<file path="src/design/wbps_pkg.sv">
// Package with shared constants, codes and types of the wildcard byte pattern search.
`default_nettype none
package wbps_pkg;

  // Default depth of the pattern store and of the byte history line.
  localparam int unsigned PATTERN_MAX = 256;
  // Number of cell hit bits combined by one register of the reduction tree.
  localparam int unsigned GROUP_SIZE = 16;

  localparam int unsigned LEN_W  = 9;
  localparam int unsigned BYTE_W = 8;
  localparam int unsigned OFS_W  = 32;
  localparam int unsigned APB_DW = 32;
  localparam int unsigned APB_AW = 3;

  // Transaction kinds on the input channel.
  localparam logic KIND_LOAD = 1'b0;
  localparam logic KIND_SCAN = 1'b1;

  // Register index, taken from paddr[2].
  localparam logic REG_PATTERN_LENGTH = 1'b0;

  // Saturation value of the byte counter.
  localparam logic [OFS_W-1:0] OFS_MAX = '1;

  // Controls that the top level broadcasts to every cell.
  typedef struct packed {
    logic shift;   // a scan byte enters the history line
    logic rotate;  // the pattern ring moves one cell up
    logic adv;     // the compare stage may take a new result
  } cell_ctrl_t;

endpackage
`default_nettype wire

</file>
<file path="src/design/wbps_tail.sv">
// Final stage: region bookkeeping, match decision and the result register.
`default_nettype none
module wbps_tail #(
  parameter int unsigned EnW = 9
) (
  input  wire                       clk_i,
  input  wire                       rst_ni,
  input  wire                       v_i,
  input  wire                       first_i,
  input  wire                       last_i,
  input  wire                       all_hit_i,
  input  wire [EnW-1:0]             en_i,
  input  wire                       out_stall_i,
  output logic                      out_valid_o,
  output logic                      found_o,
  output logic [wbps_pkg::OFS_W-1:0] match_offset_o,
  output logic                      hold_o
);
  import wbps_pkg::*;

  logic             done_q, done_d;
  logic [OFS_W-1:0] cnt_q, cnt_d;
  logic [OFS_W-1:0] cnt_inc;
  logic [OFS_W:0]   diff;
  logic             live, ge, hit, res;
  logic             ov_q, ov_d;
  logic             fnd_q, fnd_d;
  logic [OFS_W-1:0] ofs_q, ofs_d;

  always_comb begin
    cnt_inc = (cnt_q == OFS_MAX) ? cnt_q : cnt_q + OFS_W'(1);
    cnt_d   = first_i ? OFS_W'(1) : cnt_inc;
    live    = v_i && (first_i || !done_q);
    diff    = {1'b0, cnt_d} - (OFS_W + 1)'(en_i);
    ge      = !diff[OFS_W];
    hit     = live && ge && all_hit_i;
    res     = live && (hit || last_i);
    hold_o  = ov_q && out_stall_i && res;
  end

  always_comb begin
    done_d = done_q;
    ov_d   = ov_q;
    fnd_d  = fnd_q;
    ofs_d  = ofs_q;
    if (!hold_o) begin
      if (live) begin
        done_d = res;
      end
      if (res) begin
        ov_d  = 1'b1;
        fnd_d = hit;
        ofs_d = hit ? diff[OFS_W-1:0] : '0;
      end else if (ov_q && !out_stall_i) begin
        ov_d = 1'b0;
      end
    end
  end

  always_ff @(posedge clk_i or negedge rst_ni) begin
    if (!rst_ni) begin
      done_q <= 1'b1;
      cnt_q  <= '0;
      ov_q   <= 1'b0;
    end else begin
      done_q <= done_d;
      ov_q   <= ov_d;
      if (!hold_o && live) begin
        cnt_q <= cnt_d;
      end
    end
  end

  always_ff @(posedge clk_i) begin
    fnd_q <= fnd_d;
    ofs_q <= ofs_d;
  end

  assign out_valid_o    = ov_q;
  assign found_o        = fnd_q;
  assign match_offset_o = ofs_q;

endmodule
`default_nettype wire

</file>
<file path="config.mk">
export PLATFORM = sky130hd
export DESIGN_NAME = wbps_tail
export DESIGN_NICKNAME = d
export VERILOG_FILES = /design/src/design/wbps_pkg.sv /design/src/design/wbps_tail.sv
export SDC_FILE = /design/constraint.sdc
export NUM_CORES = 1
export LEC_CHECK = 0
export BUFFER_PORTS_ARGS = -buffer_cell sky130_fd_sc_hd__clkbuf_2
export CORE_ASPECT_RATIO = 1.2
export CORE_MARGIN = 2
export CORE_UTILIZATION = 55
export CTS_BUF_LIST = sky130_fd_sc_hd__clkbuf_4 sky130_fd_sc_hd__clkbuf_8 sky130_fd_sc_hd__clkbuf_16
export DETAILED_ROUTE_END_ITERATION = 10
export PLACE_DENSITY = 0.79
export SLEW_MARGIN = 10
export SYNTH_ARGS = -nofsm -noshare
export SYNTH_HDL_FRONTEND = slang
export SYNTH_SLANG_ARGS = --single-unit
</file>
<file path="constraint.sdc">
create_clock -name clk_i -period 10.45 [get_ports clk_i]
set_input_delay 1.5675 -clock clk_i [delete_from_list [all_inputs] [get_ports clk_i]]
set_output_delay 1.5675 -clock clk_i [all_outputs]
set_load 0.03 [all_outputs]
</file>
==> reports/qor_table.md <==
| Stage | Quantity | This run |
|---|---|---|
| synthesis | Synthesized area | 4407 sq um |
| layout | Number of standard cells in the final layout excluding fillers | 588 |
| timing | Accumulated negative setup slack | 0 ps |
| worst setup path | Crit start category | flop |
| timing | Slew Limit Fails | 0 |
| power | Internal Dissipation | 0.4190 mW |
| timing | Setup WS post-layout | 3306 ps |
| floorplanning | Die Span X | 85.71 um |
| clocking | Root Buffer Master | sky130_fd_sc_hd__clkbuf_8 |
| synthesis | Flops & latches, synth | 67 |
| timing | Share of the clock period used by the worst path after layout | 68.36% |
| layout | Filler cells | 640 |
| clocking | CTS Buf Count | 9 |
| place | Placed Cells incl. Taps | 573 |
| clocking | CTS clock-pin slew for the worst setup and hold paths | 70 ps |
| synthesis | Fraction of the yosys area taken by sequential cells | 41.82% |
| synthesis | Synth Instances | 443 |
| clocking | Clock sink total | 67 |
| layout | Net count of the finished layout | 519 |
| worst setup path | Critical path capture point type | output pin |
| global routing | GR met3 Demand/Resource | 4.685% |
| worst setup path | Critical setup path kind | flop to output pin |
| synthesis | Yosys Warn Count | 0 |
| floorplanning | Number of I/O pins | 51 |
| power | Portion of total power attributed to combinational logic | 18.3% |
| layout | Commonest non-fill, non-tap cells in the layout | sky130_fd_sc_hd__nor2_1 (63), sky130_fd_sc_hd__clkbuf_2 (50), sky130_fd_sc_hd__dfrtp_1 (33), sky130_fd_sc_hd__edfxtp_1 (33), sky130_fd_sc_hd__mux2_1 (26) |
| run status | Outcome | finished, final reports clean |
| drt | Post-detailed-routing wire length | 9824 um |
| timing | Hold_ws | 542.1 ps |
| power | Relative contribution of sequential cells to total power | 50.3% |
| clocking | Hold buffers post-CTS | 0 |
| power | Power Density | 121.9 nW/um^2 |
| floorplanning | FP Rows | 35 |
| clocking | Number of levels the H-tree was split into | 3 |
| timing | Slew at the pin closest to its max-slew limit | 1178 ps |
| clocking | Source-to-sink clock delay at the later pin of the worst-skew pair | 350 ps |
| floorplanning | Area inside the core boundary | 7707 sq um |
| place | HPWL after detailed placement | 6822 um |
| clocking | Number of buffers inserted by post-CTS setup repair | 0 |
| drt | Average vias per placed instance | 6.158 |
| min path | Tightest Hold Check Type | flop to flop |
| power | Relative contribution of the clock network to total power | 31.5% |
| drt | Vias | 3621 |
| global routing | Met2 global-route usage | 40.56% |
| global routing | GR Overflow Total | 0 |
| floorplanning | Area enclosed by the die boundary | 8747 sq um |
| layout | Synth-to-layout area growth | 10.79% |
| floorplanning | Starting Density | 57.18% |
| layout | Most common cell after layout, fill and taps aside | sky130_fd_sc_hd__nor2_1 |
| timing | Unrepaired setup endpoints after global routing | false |
| power | Proportion of total power due to net switching | 29.59% |
| global routing | Number of antenna violations at the first check in global routing | 0 |
| global routing | Global-route total usage across every layer | 23.95% |
| floorplanning | Height of the die | 102.1 um |
| synthesis | Count of flip-flops with a built-in enable after synthesis | 33 |
| timing | Clock period minus worst slack | 7144 ps |
| drt | Post-DR wirelength/cell | 16.71 um |
| worst setup path | Arrival @ worst endpoint | 5580 ps |
| global routing | Global routing usage on met1 | 30.77% |
| worst setup path | Data required, critical path | 8880 ps |
| place | Placement Setup Slack | 3757 ps |
| timing | Maximum clock frequency | 0.1400 GHz |
| worst setup path | Critical Path Fanout Max | 16 |
| drt | Detailed-router iteration count before antenna repair | 5 |
| synthesis | Unique cell type count in the Yosys netlist | 62 |
| drt | Antenna Nets Post-Route | 0 |
| job | Reported max-cap violation count | 0 |
| timing | Final hold violations | 0 |
| timing | Final setup viols | 0 |
| clocking | Clock tree from TritonCTS | done |
| synthesis | Syn avg cell area | 9.947 sq um |
| power | Psw | 0.1761 mW |
| global routing | Most Used Layer, Global Route | met2 |
| global routing | First-pass GRT wire length | 16580 um |
| place | Count of buffers from port buffering | 50 |
| drt | Post-route DRC | 0 |
| layout | Final instance area | 4882 sq um |
| timing | Slew margin rel. | 21.47% |
| global routing | Maximum number of pins on one net before global-route repair | 42 |
| drt | Initial DRC count | 236 |
| layout | Layout cell share with drive strength beyond 1 | 19.56% |
| synthesis | Syn Nets | 470 |
| timing | Max Clock Skew | 8.373 ps |
| place | Weighted congestion at the end of routability-driven global placement | 0.8727 |
| synthesis | Async S/R FF share, synth | 50.75% |
| global routing | Number of global-route vias before repair | 3495 |
| place | Placement-stage cell area | 4723 sq um |
| power | P_leak | 2.209 nW |
| layout | Diodes inserted | 0 |
| power | Worst supply voltage drop on vdd | 0.00007957 V |
| synthesis | Synth Flop Type | sky130_fd_sc_hd__edfxtp_1 |
| clocking | Post-cts resize count | 0 |
| clocking | Clock Tree Buf Depth | 2 |
## cells in the mapped netlist, drive strengths merged (5+ instances only)
cell type,instances,area (sq um)
xor2,16,140.1
mux2,36,409.1
nand2,24,90.09
nor4,10,98.84
or4,11,86.33
nor3,9,56.31
dfrtp,33,825.8
ha,10,125.1
mux2i,7,70.07
nor2,63,236.5
edfxtp,33,991.0
o21ai,10,50.05
nand3,14,70.07
clkbuf,11,41.29
or3,6,37.54
nand4,17,118.9
nor2b,7,43.79
a211oi,9,67.56
or2,6,37.54
inv,19,71.32
and3,5,31.28
o31ai,6,45.04
xnor2,17,148.9
a21oi,20,100.1
## metal layers
layer | vias to the layer above | share of wire (%)
li1 | 1745 | -
met1 | 1748 | 44
met2 | 108 | 50
met3 | 20 | 4.5
met4 | 0 | 1.9
met5 | - | 0
## power groups by stage
stage | combinational (mW) | sequential, mW | clock [mW]
2_1_floorplan | 0.0745 | 0.313 | 0
3_3_place_gp | 0.106 | 0.304 | 0
3_5_place_dp | 0.108 | 0.305 | 0
4_1_cts | 0.109 | 0.299 | 0.190
5_1_grt | 0.123 | 0.301 | 0.201
6_report | 0.109 | 0.299 | 0.187
## area by class of cell
| cell class | instances | area [sq um] | area share [%] |
|---|---|---|---|
| multi-input combinational | 341 | 2417 | 49.51 |
| sequential | 67 | 1843 | 37.75 |
| timing repair buffer | 53 | 272.8 | 5.587 |
| clock buffer | 11 | 138.9 | 2.845 |
| tap | 92 | 115.1 | 2.358 |
| inverter | 20 | 75.07 | 1.538 |
| clock inverter | 4 | 20.02 | 0.4100 |
## state kept, by name, summed over array words and instances, names as in the netlist
name,cells
cnt_q,32
match_offset_o,32
done_q,1
found_o,1
out_valid_o,1
## worst paths after layout
path | startpoint | endpoint | slack, ps | cells past startpoint
worst max-delay path | cnt_q[1] | hold_o | 3310 | 19
worst min-delay path | done_q | done_q | 540 | 2
worst max register to register | cnt_q[1] | cnt_q[1] | 4130 | 18
worst min register to register | done_q | done_q | 540 | 2
max in group asynchronous | rst_ni | cnt_q[17] | 8530 | 1
min in group asynchronous | rst_ni | cnt_q[27] | 1340 | 1
## worst max-delay path, stage by stage, from the launching register on
cell	delay [ps]
sky130_fd_sc_hd__dfrtp_1	420
sky130_fd_sc_hd__ha_1	230
sky130_fd_sc_hd__nand3_1	180
sky130_fd_sc_hd__or4_1	720
sky130_fd_sc_hd__nor2_1	290
sky130_fd_sc_hd__nand2_1	200
sky130_fd_sc_hd__nand4_1	260
sky130_fd_sc_hd__o21ai_0	100
sky130_fd_sc_hd__a21oi_1	190
sky130_fd_sc_hd__ha_1	350
sky130_fd_sc_hd__a21oi_1	140
sky130_fd_sc_hd__and3_1	180
sky130_fd_sc_hd__a21oi_1	130
sky130_fd_sc_hd__a211oi_1	240
sky130_fd_sc_hd__nand4b_1	330
sky130_fd_sc_hd__nor3_4	560
sky130_fd_sc_hd__nand4_1	220
sky130_fd_sc_hd__nand2_1	190
sky130_fd_sc_hd__nor3_1	70
sky130_fd_sc_hd__clkbuf_2	200
## through the flow
step	total power, mW	util, %
6_report	0.5951	63.34
2_1_floorplan	0.3873	-
3_5_place_dp	0.4129	61.28
4_1_cts	0.5982	63.34
5_1_grt	0.6253	63.34
3_3_place_gp	0.4095	61.28
## kinds of logic (layout without fill, tap and decap cells)
group | count (synthesis) | count (layout) | synth area share, %
AO/OA/AOI/OAI | 71 | 71 | 11.53
AND/OR/NAND/NOR | 183 | 183 | 22.49
multiplexers | 43 | 43 | 10.87
flip-flops | 67 | 67 | 41.82
adder cells (fa/ha/maj) | 11 | 11 | 3.294
buffers and inverters | 35 | 88 | 3.435
XOR/XNOR | 33 | 33 | 6.559
No activity file was read; power rests on OpenSTA's default activity.
