[src/design/wbps_pkg.sv]
// Package with shared constants, codes and types of the wildcard byte pattern search.
`default_nettype none
package wbps_pkg;

  // Default depth of the pattern store and of the byte history line.
  localparam int unsigned PATTERN_MAX = 256;
  // Number of cell hit bits combined by one register of the reduction tree.
  localparam int unsigned GROUP_SIZE = 16;

  localparam int unsigned LEN_W  = 9;
  localparam int unsigned BYTE_W = 8;
  localparam int unsigned OFS_W  = 32;
  localparam int unsigned APB_DW = 32;
  localparam int unsigned APB_AW = 3;

  // Transaction kinds on the input channel.
  localparam logic KIND_LOAD = 1'b0;
  localparam logic KIND_SCAN = 1'b1;

  // Register index, taken from paddr[2].
  localparam logic REG_PATTERN_LENGTH = 1'b0;

  // Saturation value of the byte counter.
  localparam logic [OFS_W-1:0] OFS_MAX = '1;

  // Controls that the top level broadcasts to every cell.
  typedef struct packed {
    logic shift;   // a scan byte enters the history line
    logic rotate;  // the pattern ring moves one cell up
    logic adv;     // the compare stage may take a new result
  } cell_ctrl_t;

endpackage
`default_nettype wire

[src/design/wbps_cell.sv]
// One search cell: a pattern entry, one history byte and a registered compare result.
`default_nettype none
module wbps_cell (
  input  wire                      clk_i,
  input  wire                      rst_ni,
  input  wire wbps_pkg::cell_ctrl_t ctrl_i,
  input  wire                      active_i,
  input  wire                      wr_i,
  input  wire [wbps_pkg::LEN_W-1:0]  wr_data_i,
  input  wire [wbps_pkg::BYTE_W-1:0] h_prev_i,
  input  wire [wbps_pkg::LEN_W-1:0]  q_prev_i,
  output logic [wbps_pkg::BYTE_W-1:0] h_o,
  output logic [wbps_pkg::LEN_W-1:0]  q_o,
  output logic                        hit_o
);
  import wbps_pkg::*;

  logic [BYTE_W-1:0] h_q, h_d;
  logic [LEN_W-1:0]  q_q, q_d;
  logic              hit_q, hit_d;

  // Bit 8 of an entry marks a wildcard.
  always_comb begin
    h_d = ctrl_i.shift ? h_prev_i : h_q;
    if (ctrl_i.rotate) begin
      q_d = q_prev_i;
    end else if (wr_i) begin
      q_d = wr_data_i;
    end else begin
      q_d = q_q;
    end
    hit_d = !active_i || q_q[LEN_W-1] || (q_q[BYTE_W-1:0] == h_q);
  end

  always_ff @(posedge clk_i or negedge rst_ni) begin
    if (!rst_ni) begin
      h_q   <= '0;
      hit_q <= 1'b0;
    end else begin
      h_q <= h_d;
      if (ctrl_i.adv) begin
        hit_q <= hit_d;
      end
    end
  end

  // The pattern entry is undefined until written and has no reset.
  always_ff @(posedge clk_i) begin
    q_q <= q_d;
  end

  assign h_o   = h_q;
  assign q_o   = q_q;
  assign hit_o = hit_q;

endmodule
`default_nettype wire

[config.mk]
export PLATFORM = sky130hd
export DESIGN_NAME = wbps_cell
export DESIGN_NICKNAME = d
export VERILOG_FILES = /design/src/design/wbps_pkg.sv /design/src/design/wbps_cell.sv
export SDC_FILE = /design/constraint.sdc
export NUM_CORES = 1
export LEC_CHECK = 0
export BUFFER_PORTS_ARGS = -buffer_cell sky130_fd_sc_hd__buf_4
export CAP_MARGIN = 15
export CELL_PAD_IN_SITES_DETAIL_PLACEMENT = 1
export CELL_PAD_IN_SITES_GLOBAL_PLACEMENT = 2
export CORE_MARGIN = 8
export CORE_UTILIZATION = 25
export DETAILED_ROUTE_END_ITERATION = 8
export GPL_TIMING_DRIVEN = 0
export PLACE_DENSITY_LB_ADDON = 0.25
export SKIP_LAST_GASP = 1
export SYNTH_ARGS = -nofsm -noshare
export SYNTH_HDL_FRONTEND = slang
export SYNTH_SLANG_ARGS = --single-unit
export TNS_END_PERCENT = 50
[constraint.sdc]
create_clock -name clk_i -period 1.4 [get_ports clk_i]
set_input_delay 0.28 -clock clk_i [delete_from_list [all_inputs] [get_ports clk_i]]
set_output_delay 0.28 -clock clk_i [all_outputs]
set_load 0.01 [all_outputs]
==> qor.txt, run 1 <==
Routability congestion estimate - 0.7542
Crit-path max FO - 3
Layout area overhead - 56.23%
Vias in the first global route - 714
Reg area - 495.5 µm²
Routed len/inst - 14.32 µm
Final Skew - 0.004398 ns
Worst setup EP type - flip-flop
Power density over cell area - 973.8 mW/mm²
Largest net degree at the start of global routing - 11
First-pass GRT wire length - 3.484 mm
Sw Ratio - 0.2505
Min-delay src - h_prev_i[5]
Initial antenna violation count - 0
Worst hold endpoint - h_o[5]$_DFFE_PN0P_
Switch Pwr - 306.1 µW
Total GRT Usage - 0.08594
Final min period - 1.177 ns
# setup viols final - 0
Post-CTS resize count - 0
Max VDD drop - 0.2775 mV
Synthesized net count - 84
CP Launch Type - flip-flop
YS warnings - 0
Ant diodes - 0
Clk slew on worst S/H paths - 0.10 ns
Worst r2r src - h_o[3]$_DFFE_PN0P_
CP arrival - 1.35 ns
Most common cell after layout, fill and taps aside - buf_4
Layout cell share with drive strength beyond 1 - 0.6827
Comb pwr share - 0.248
Worst path required time - 1.57 ns
Antenna viol nets, final - 0
Congestion Overflow GR - 0
Synth Instances - 51
Initial Util - 0.2631
FMAX - 849.4 MHz
Multi-input logic area - 297.8 µm²
Bufs on Longest Clock Path - 2
Fill cells - 351
Core Region - 0.003053 mm²
Synth Register Bits - 18
Placed Instances - 143
Sink Count - 18
CTS root buf - clkbuf_4
Clk Latency, worst-skew pair - 0.28 ns
CTS buffer count - 3
Post-CTS setup buffer count - 0
Clock network power share - 0.208
Die Y - 72.69 µm
Total leakage power - 0.5442 nW
R2R depth - 4
Seq/Total Area, Yosys - 0.6168
Setup TNS - 0 ns
Max cap viols - 0
Via density - 4.115
Relative slew margins - 0.8643
Post-synthesis cell area - 803.3 µm²
Final Hold Fails - 0
# DRC - 0
Seq pwr share - 0.544
DIE AREA - 0.005283 mm²
Fin. max-slew vios - 0
Internal - 916.0 µW
Critical path class - flip-flop to flip-flop
Post-route insts no fill - 148
IO buf count - 48
Hold Crit Class - input pin to flip-flop
Synth unique cells - 10
FF-to-FF End - hit_o$_DFFE_PN0P_
DRT Wirelength - 2.120 mm
Setup slack, reg-to-reg - 0.22 ns
Row count - 20
Hold bufs inserted after CTS - 1
Mapped Avg Cell Area - 15.75 µm²
Drt initial violations - 9
First drt pass iteration count - 3
Num ports - 51
Final worst path period share - 0.8409
CTS tree - built
Nets - 138
Die W - 72.69 µm
Status - complete, no violations
RSZ-0062 raised after global routing - false
Most frequent cells in the layout - buf_4 (48), mux2_2 (17), dfrtp_1 (9), edfxtp_1 (9), xnor2_1 (8)
Worst Tran Pin Value - 0.2036 ns
Via count - 609
Htree depth - 1
Hold Path Depth - 2
-- critical path: stages, from the launching register on --
cell and delay, ns:
dfrtp_1 0.44, xnor2_1 0.15, nand4_1 0.09, nor2_1 0.05, o32a_1 0.32
-- power groups by stage --
stage               sequential (mW)  combinational (mW)  clock [mW]
floorplan                     0.696               0.104           0
global placement              0.675               0.301           0
detailed placement            0.678               0.306           0
CTS                           0.668               0.311       0.270
global route                  0.674               0.329       0.301
finish                        0.665               0.303       0.254
-- flip-flops by register name, summed over array words and instances (netlist names) --
signal and flops:
hit_o 1, q_o 9, h_o 8
-- cells in the mapped netlist --
cell type	n	area (µm²)
buf_2	2	10.01
dfrtp_1	9	225.2
edfxtp_1	9	270.3
mux2_2	17	191.4
nand2_1	1	3.750
nand4_1	2	12.51
nor2_1	1	3.750
o32a_1	1	10.01
or2_2	1	6.260
xnor2_1	8	70.07
-- worst max-delay path by stage --
| stage | from | end | slack (ns) | cells past startpoint |
|---|---|---|---|---|
| finish | h_o[3]$_DFFE_PN0P_ | hit_o$_DFFE_PN0P_ | 0.22 | 4 |
| global route | h_o[3]$_DFFE_PN0P_ | hit_o$_DFFE_PN0P_ | 0.15 | 4 |
| CTS | h_o[3]$_DFFE_PN0P_ | hit_o$_DFFE_PN0P_ | 0.19 | 4 |
| detailed placement | h_o[3]$_DFFE_PN0P_ | hit_o$_DFFE_PN0P_ | 0.21 | 4 |
| global placement | ctrl_i[1] | q_o[0]$_DFFE_PP_ | 0.25 | 2 |
| floorplan | q_o[5]$_DFFE_PP_ | hit_o$_DFFE_PN0P_ | 0.27 | 4 |
-- metal layers --
layer	wire [µm]	GRT usage
met5	0	0
met4	41	0.04667
met3	180	0.03434
met2	1113	0.1441
met1	786	0.08959
-- cells by family after synthesis --
group,synth area share
AOI/OAI and AO/OA,0.01246
xor gates and xnor gates,0.08723
buffers and inverters,0.01246
DFF,0.6168
muxes,0.2383
and+or+nand+nor,0.03270
-- through the flow --
step / total power [mW] / hold slack, ns / utilization / worst slack [ns] / cell area, µm²
floorplan: 0.7997 / -0.01559 / - / 0.2704 / 803.3
global route: 1.303 / 0.1986 / 0.4111 / 0.1524 / 1255
global placement: 0.9756 / 0.1072 / 0.3992 / 0.2484 / 1219
finish: 1.222 / 0.2192 / 0.4111 / 0.2227 / 1255
CTS: 1.248 / 0.2111 / 0.4111 / 0.1942 / 1255
detailed placement: 0.9847 / 0.1095 / 0.3992 / 0.2139 / 1219
-- area by class of cell --
type                    instances  share of cell area
plain buffers                   2            0.007976
clock buffers                   3             0.01795
clock inverters                 1            0.002991
multi-input cells              31              0.2373
flip-flops and latches         18              0.3948
well taps                      44             0.04387
repair buffers                 49              0.2951
(Power assumes the default switching activity.)
==> inputs of run 2 (changes only) <==
--- a/config.mk
+++ b/config.mk
@@ -10,7 +10,7 @@
 export CELL_PAD_IN_SITES_DETAIL_PLACEMENT = 1
 export CELL_PAD_IN_SITES_GLOBAL_PLACEMENT = 2
 export CORE_MARGIN = 8
-export CORE_UTILIZATION = 25
+export CORE_UTILIZATION = 22
 export DETAILED_ROUTE_END_ITERATION = 8
 export GPL_TIMING_DRIVEN = 0
 export PLACE_DENSITY_LB_ADDON = 0.25
==> constraint.sdc (replaced) <==
create_clock -name clk_i -period 1 [get_ports clk_i]
set_input_delay 0.2 -clock clk_i [delete_from_list [all_inputs] [get_ports clk_i]]
set_output_delay 0.2 -clock clk_i [all_outputs]
set_load 0.01 [all_outputs]
==> qor.txt, run 2 (synthesized netlist as in run 1, its figures left out) <==
Status - complete, but fails checks
Failing checks - negative setup slack
Routability congestion estimate - 0.7417
Initial antenna violation count - 0
Internal - 1.294 mW
First-pass GRT wire length - 3.484 mm
Vias in the first global route - 713
CTS tree - built
Critical path class - flip-flop to flip-flop
Via count - 621
Max VDD drop - 0.4302 mV
Max reg flops - 9
Layout area overhead - 57.17%
Die W - 76.43 µm
Largest net degree at the start of global routing - 11
CP Launch Type - flip-flop
Comb pwr share - 0.245
Ant diodes - 0
Switch Pwr - 433.7 µW
Routed len/inst - 13.99 µm
Fin. max-slew vios - 0
Hold Crit Class - input pin to flip-flop
Post-CTS resize count - 0
Metal-1 WL - 792 µm
Final min period - 1.108 ns
Clock network power share - 0.217
Antenna viol nets, final - 0
# setup viols final - 19
Final Skew - 0.004607 ns
CTS buffer count - 3
Worst path required time - 1.18 ns
Core Region - 0.003578 mm²
Post-route insts no fill - 152
Num ports - 51
Final worst path period share - 1.108
DP HPWL - 1.850 mm
Final setup margin - -0.1076 ns
Max cap viols - 0
Sw Ratio - 0.2511
Power density over cell area - 1368 mW/mm²
# DRC - 0
Die Y - 76.43 µm
RSZ-0062 raised after global routing - true
Most frequent cells in the layout - buf_4 (48), mux2_2 (17), dfrtp_1 (9), edfxtp_1 (9), xnor2_1 (8)
Congestion Overflow GR - 0
DIE AREA - 0.005841 mm²
Total GRT Usage - 0.07634
Fill cells - 404
Nets - 138
Via density - 4.086
Crit-path max FO - 2
Placed Instances - 147
Row count - 22
Seq pwr share - 0.538
Most common cell after layout, fill and taps aside - buf_4
Max Used Layer - met4
DRT Wirelength - 2.127 mm
Bufs on Longest Clock Path - 2
Worst setup EP type - flip-flop
FMAX - 902.8 MHz
First drt pass iteration count - 2
IO buf count - 48
Final Hold Fails - 0
DR WL met2 - 1.141 mm
CTS root buf - clkbuf_4
Total leakage power - 0.5447 nW
Clk slew on worst S/H paths - 0.10 ns
Relative slew margins - 0.8631
Htree depth - 1
Sink Count - 18
Fin util - 0.3528
CP arrival - 1.29 ns
Drt initial violations - 2
Met3 routed WL - 103 µm
Worst Tran Pin Value - 0.2054 ns
Clk Latency, worst-skew pair - 0.29 ns
Layout cell share with drive strength beyond 1 - 0.6827
Initial Util - 0.2245
## run 2: cell count changes in the layout (fill, tap and decap cells not counted), sizes merged
cell / delta
clkbuf: +1
clkinv: -1
## run 2: routing by layer
layer,global-route usage,vias to the layer above
met5,0,-
met4,0.06154,0
met3,0.02241,7
met2,0.1243,25
met1,0.08044,297
li1,-,292
## run 2: path summary, 6_finish.rpt
| kind | slack, ns | endpoint | cells past startpoint | start |
|---|---|---|---|---|
| min reg2reg | 0.54 | hit_o$_DFFE_PN0P_ | 1 | q_o[8]$_DFFE_PP_ |
| min | 0.14 | h_o[7]$_DFFE_PN0P_ | 2 | h_prev_i[7] |
| min in group asynchronous | 0.25 | h_o[7]$_DFFE_PN0P_ | 2 | rst_ni |
| max | -0.11 | hit_o$_DFFE_PN0P_ | 4 | q_o[0]$_DFFE_PP_ |
| max reg2reg | -0.11 | hit_o$_DFFE_PN0P_ | 4 | q_o[0]$_DFFE_PP_ |
| max in group asynchronous | 0.61 | h_o[6]$_DFFE_PN0P_ | 2 | rst_ni |
## run 2: metrics by stage
step | hold WS [ns] | setup slack (ns) | instance area [µm²] | power [mW] | TNS (ns)
2_1_floorplan | -0.09559 | -0.09075 | 805.8 | 1.121 | -0.09075
3_3_place_gp | 0.03197 | -0.08798 | 1226 | 1.371 | -0.4334
3_5_place_dp | 0.03138 | -0.09556 | 1226 | 1.381 | -0.5628
4_1_cts | 0.1302 | -0.1070 | 1262 | 1.757 | -1.556
5_1_grt | 0.1132 | -0.1457 | 1262 | 1.842 | -2.389
6_report | 0.1352 | -0.1076 | 1262 | 1.727 | -1.320
## run 2: power groups by stage
stage	registers [mW]	clock network, mW	logic (mW)
after CTS	0.933	0.388	0.436
after detailed placement	0.949	0	0.431
after global placement	0.946	0	0.425
after global routing	0.944	0.442	0.456
after floorplan	0.974	0	0.147
final	0.930	0.375	0.423
## run 2: timing repair
item                       in CTS  in global routing
buffers inserted                0                  0
setup endpoints to repair      19                 19
pin swaps                       6                  7
hold buffers                    1                  0
hold endpoints to repair        9                  0
## run 2: area by class of cell
type	instances	area [µm²]	area share
multi-input combinational	31	300.3	0.2379
buffer	2	10.01	0.007929
sequential	18	495.5	0.3925
timing repair buffer	49	370.4	0.2934
tap	48	60.06	0.04757
clock buffer	4	26.28	0.02081
## run 2: critical path: stages (launching register included)
cell and delay [ns]:
edfxtp_1 0.43, xnor2_1 0.15, nand4_1 0.10, nor2_1 0.05, o32a_1 0.27
==> inputs of run 3 (changes only) <==
--- a/config.mk
+++ b/config.mk
@@ -14,7 +14,6 @@
 export DETAILED_ROUTE_END_ITERATION = 8
 export GPL_TIMING_DRIVEN = 0
 export PLACE_DENSITY_LB_ADDON = 0.25
-export SKIP_LAST_GASP = 1
 export SYNTH_ARGS = -nofsm -noshare
 export SYNTH_HDL_FRONTEND = slang
 export SYNTH_SLANG_ARGS = --single-unit
==> qor.txt, run 3 (synthesized netlist as in run 1, its figures left out) <==
DP HPWL - 1.850 mm
Vias in the first global route - 717
CP arrival - 1.29 ns
First-pass GRT wire length - 3.519 mm
Max reg flops - 9
Worst setup EP type - flip-flop
# DRC - 0
Initial Util - 0.2245
Ant diodes - 0
DRT Wirelength - 2.138 mm
CP Launch Type - flip-flop
Final Skew - 0.004299 ns
Final setup margin - -0.1106 ns
Bufs on Longest Clock Path - 2
Nets - 138
Power density over cell area - 1357 mW/mm²
# setup viols final - 19
Switch Pwr - 440.9 µW
Fin. max-slew vios - 0
Antenna viol nets, final - 0
Max cap viols - 0
Placed Instances - 147
Final min period - 1.111 ns
Sw Ratio - 0.2513
Crit-path max FO - 2
Row count - 22
Core Region - 0.003578 mm²
Status - complete, but fails checks
Design Power - 1.754 mW
Routability congestion estimate - 0.7417
Comb pwr share - 0.252
Hold Crit Class - input pin to flip-flop
RSZ-0062 raised after global routing - true
Sink Count - 18
Worst Tran Pin Value - 0.2054 ns
Setup TNS - -1.267 ns
Routed len/inst - 14.07 µm
Max VDD drop - 0.4352 mV
Final worst path period share - 1.111
CTS buffer count - 3
Critical path class - flip-flop to flip-flop
Via density - 4.092
Total leakage power - 0.5549 nW
Largest net degree at the start of global routing - 11
Total GRT Usage - 0.07683
Most frequent cells in the layout - buf_4 (40), mux2_2 (17), dfrtp_1 (9), edfxtp_1 (9)
Post-route insts no fill - 152
First drt pass iteration count - 2
DIE AREA - 0.005841 mm²
IO buf count - 48
Fin util - 0.3612
Worst path required time - 1.18 ns
Clk Latency, worst-skew pair - 0.29 ns
Failing checks - negative setup slack
Internal - 1.313 mW
CTS tree - built
Most common cell after layout, fill and taps aside - buf_4
Final Hold Fails - 0
Initial antenna violation count - 0
Relative slew margins - 0.8631
Die W - 76.43 µm
Layout area overhead - 60.90%
Drt initial violations - 2
Congestion Overflow GR - 0
Via count - 622
Post-CTS setup buffer count - 0
Seq pwr share - 0.534
Clk slew on worst S/H paths - 0.10 ns
Die Y - 76.43 µm
CTS root buf - clkbuf_4
Layout cell share with drive strength beyond 1 - 0.6827
Num ports - 51
FMAX - 900.4 MHz
Fill cells - 394
Clock network power share - 0.214
Htree depth - 1
[run 3: final cells by class]
class | instances | area, µm² | share of cell area
buffer | 2 | 10.01 | 0.007744
clock buffer | 4 | 26.28 | 0.02033
multi-input combinational | 31 | 300.3 | 0.2323
sequential | 18 | 495.5 | 0.3833
tap | 48 | 60.06 | 0.04647
timing repair buffer | 49 | 400.4 | 0.3098
[run 3: worst paths after layout]
kind | to | slack, ns | cells past startpoint | from
max in group asynchronous | h_o[6]$_DFFE_PN0P_ | 0.61 | 2 | rst_ni
worst max-delay path | hit_o$_DFFE_PN0P_ | -0.11 | 4 | q_o[0]$_DFFE_PP_
worst min-delay path | h_o[7]$_DFFE_PN0P_ | 0.14 | 2 | h_prev_i[7]
worst min register to register | hit_o$_DFFE_PN0P_ | 0.57 | 1 | q_o[8]$_DFFE_PP_
min in group asynchronous | h_o[7]$_DFFE_PN0P_ | 0.25 | 2 | rst_ni
worst max register to register | hit_o$_DFFE_PN0P_ | -0.11 | 4 | q_o[0]$_DFFE_PP_
[run 3: repair_timing]
item                                    in CTS  in global routing
endpoints found under the setup margin      19                 19
resized for setup                            6                  2
hold endpoints to repair                     9                  0
pin swaps                                    6                  7
hold buffers                                 1                  0
[run 3: worst max-delay path, cell delays in order (launching register included)]
cell      delay, ns
edfxtp_1       0.43
xnor2_1        0.15
nand4_1        0.10
nor2_1         0.05
o32a_1         0.27
[run 3: routing by layer]
| metal | wire length (µm) | share of wire | track usage | vias to the layer above |
|---|---|---|---|---|
| met4 | 89 | 0.042 | 0.06154 | 0 |
| met1 | 800 | 0.37 | 0.08044 | 299 |
| li1 | - | - | - | 291 |
| met3 | 103 | 0.048 | 0.02241 | 7 |
| met5 | 0 | 0 | 0 | - |
| met2 | 1144 | 0.54 | 0.1260 | 25 |
[run 3: per-stage QoR]
step                      hold WS [ns]  setup WS [ns]  instance area, µm²
final                           0.1353        -0.1106                1292
after global routing            0.1132        -0.1543                1292
after CTS                       0.1302        -0.1070                1285
after detailed placement       0.03138       -0.09556                1226
after global placement         0.03197       -0.08798                1226
after floorplan               -0.09559       -0.09075               805.8
[run 3: power groups by stage]
stage	clock network, mW	logic [mW]	registers, mW
5_1_grt	0.442	0.476	0.951
2_1_floorplan	0	0.147	0.974
3_5_place_dp	0	0.431	0.949
4_1_cts	0.388	0.451	0.938
6_report	0.375	0.443	0.937
3_3_place_gp	0	0.425	0.946
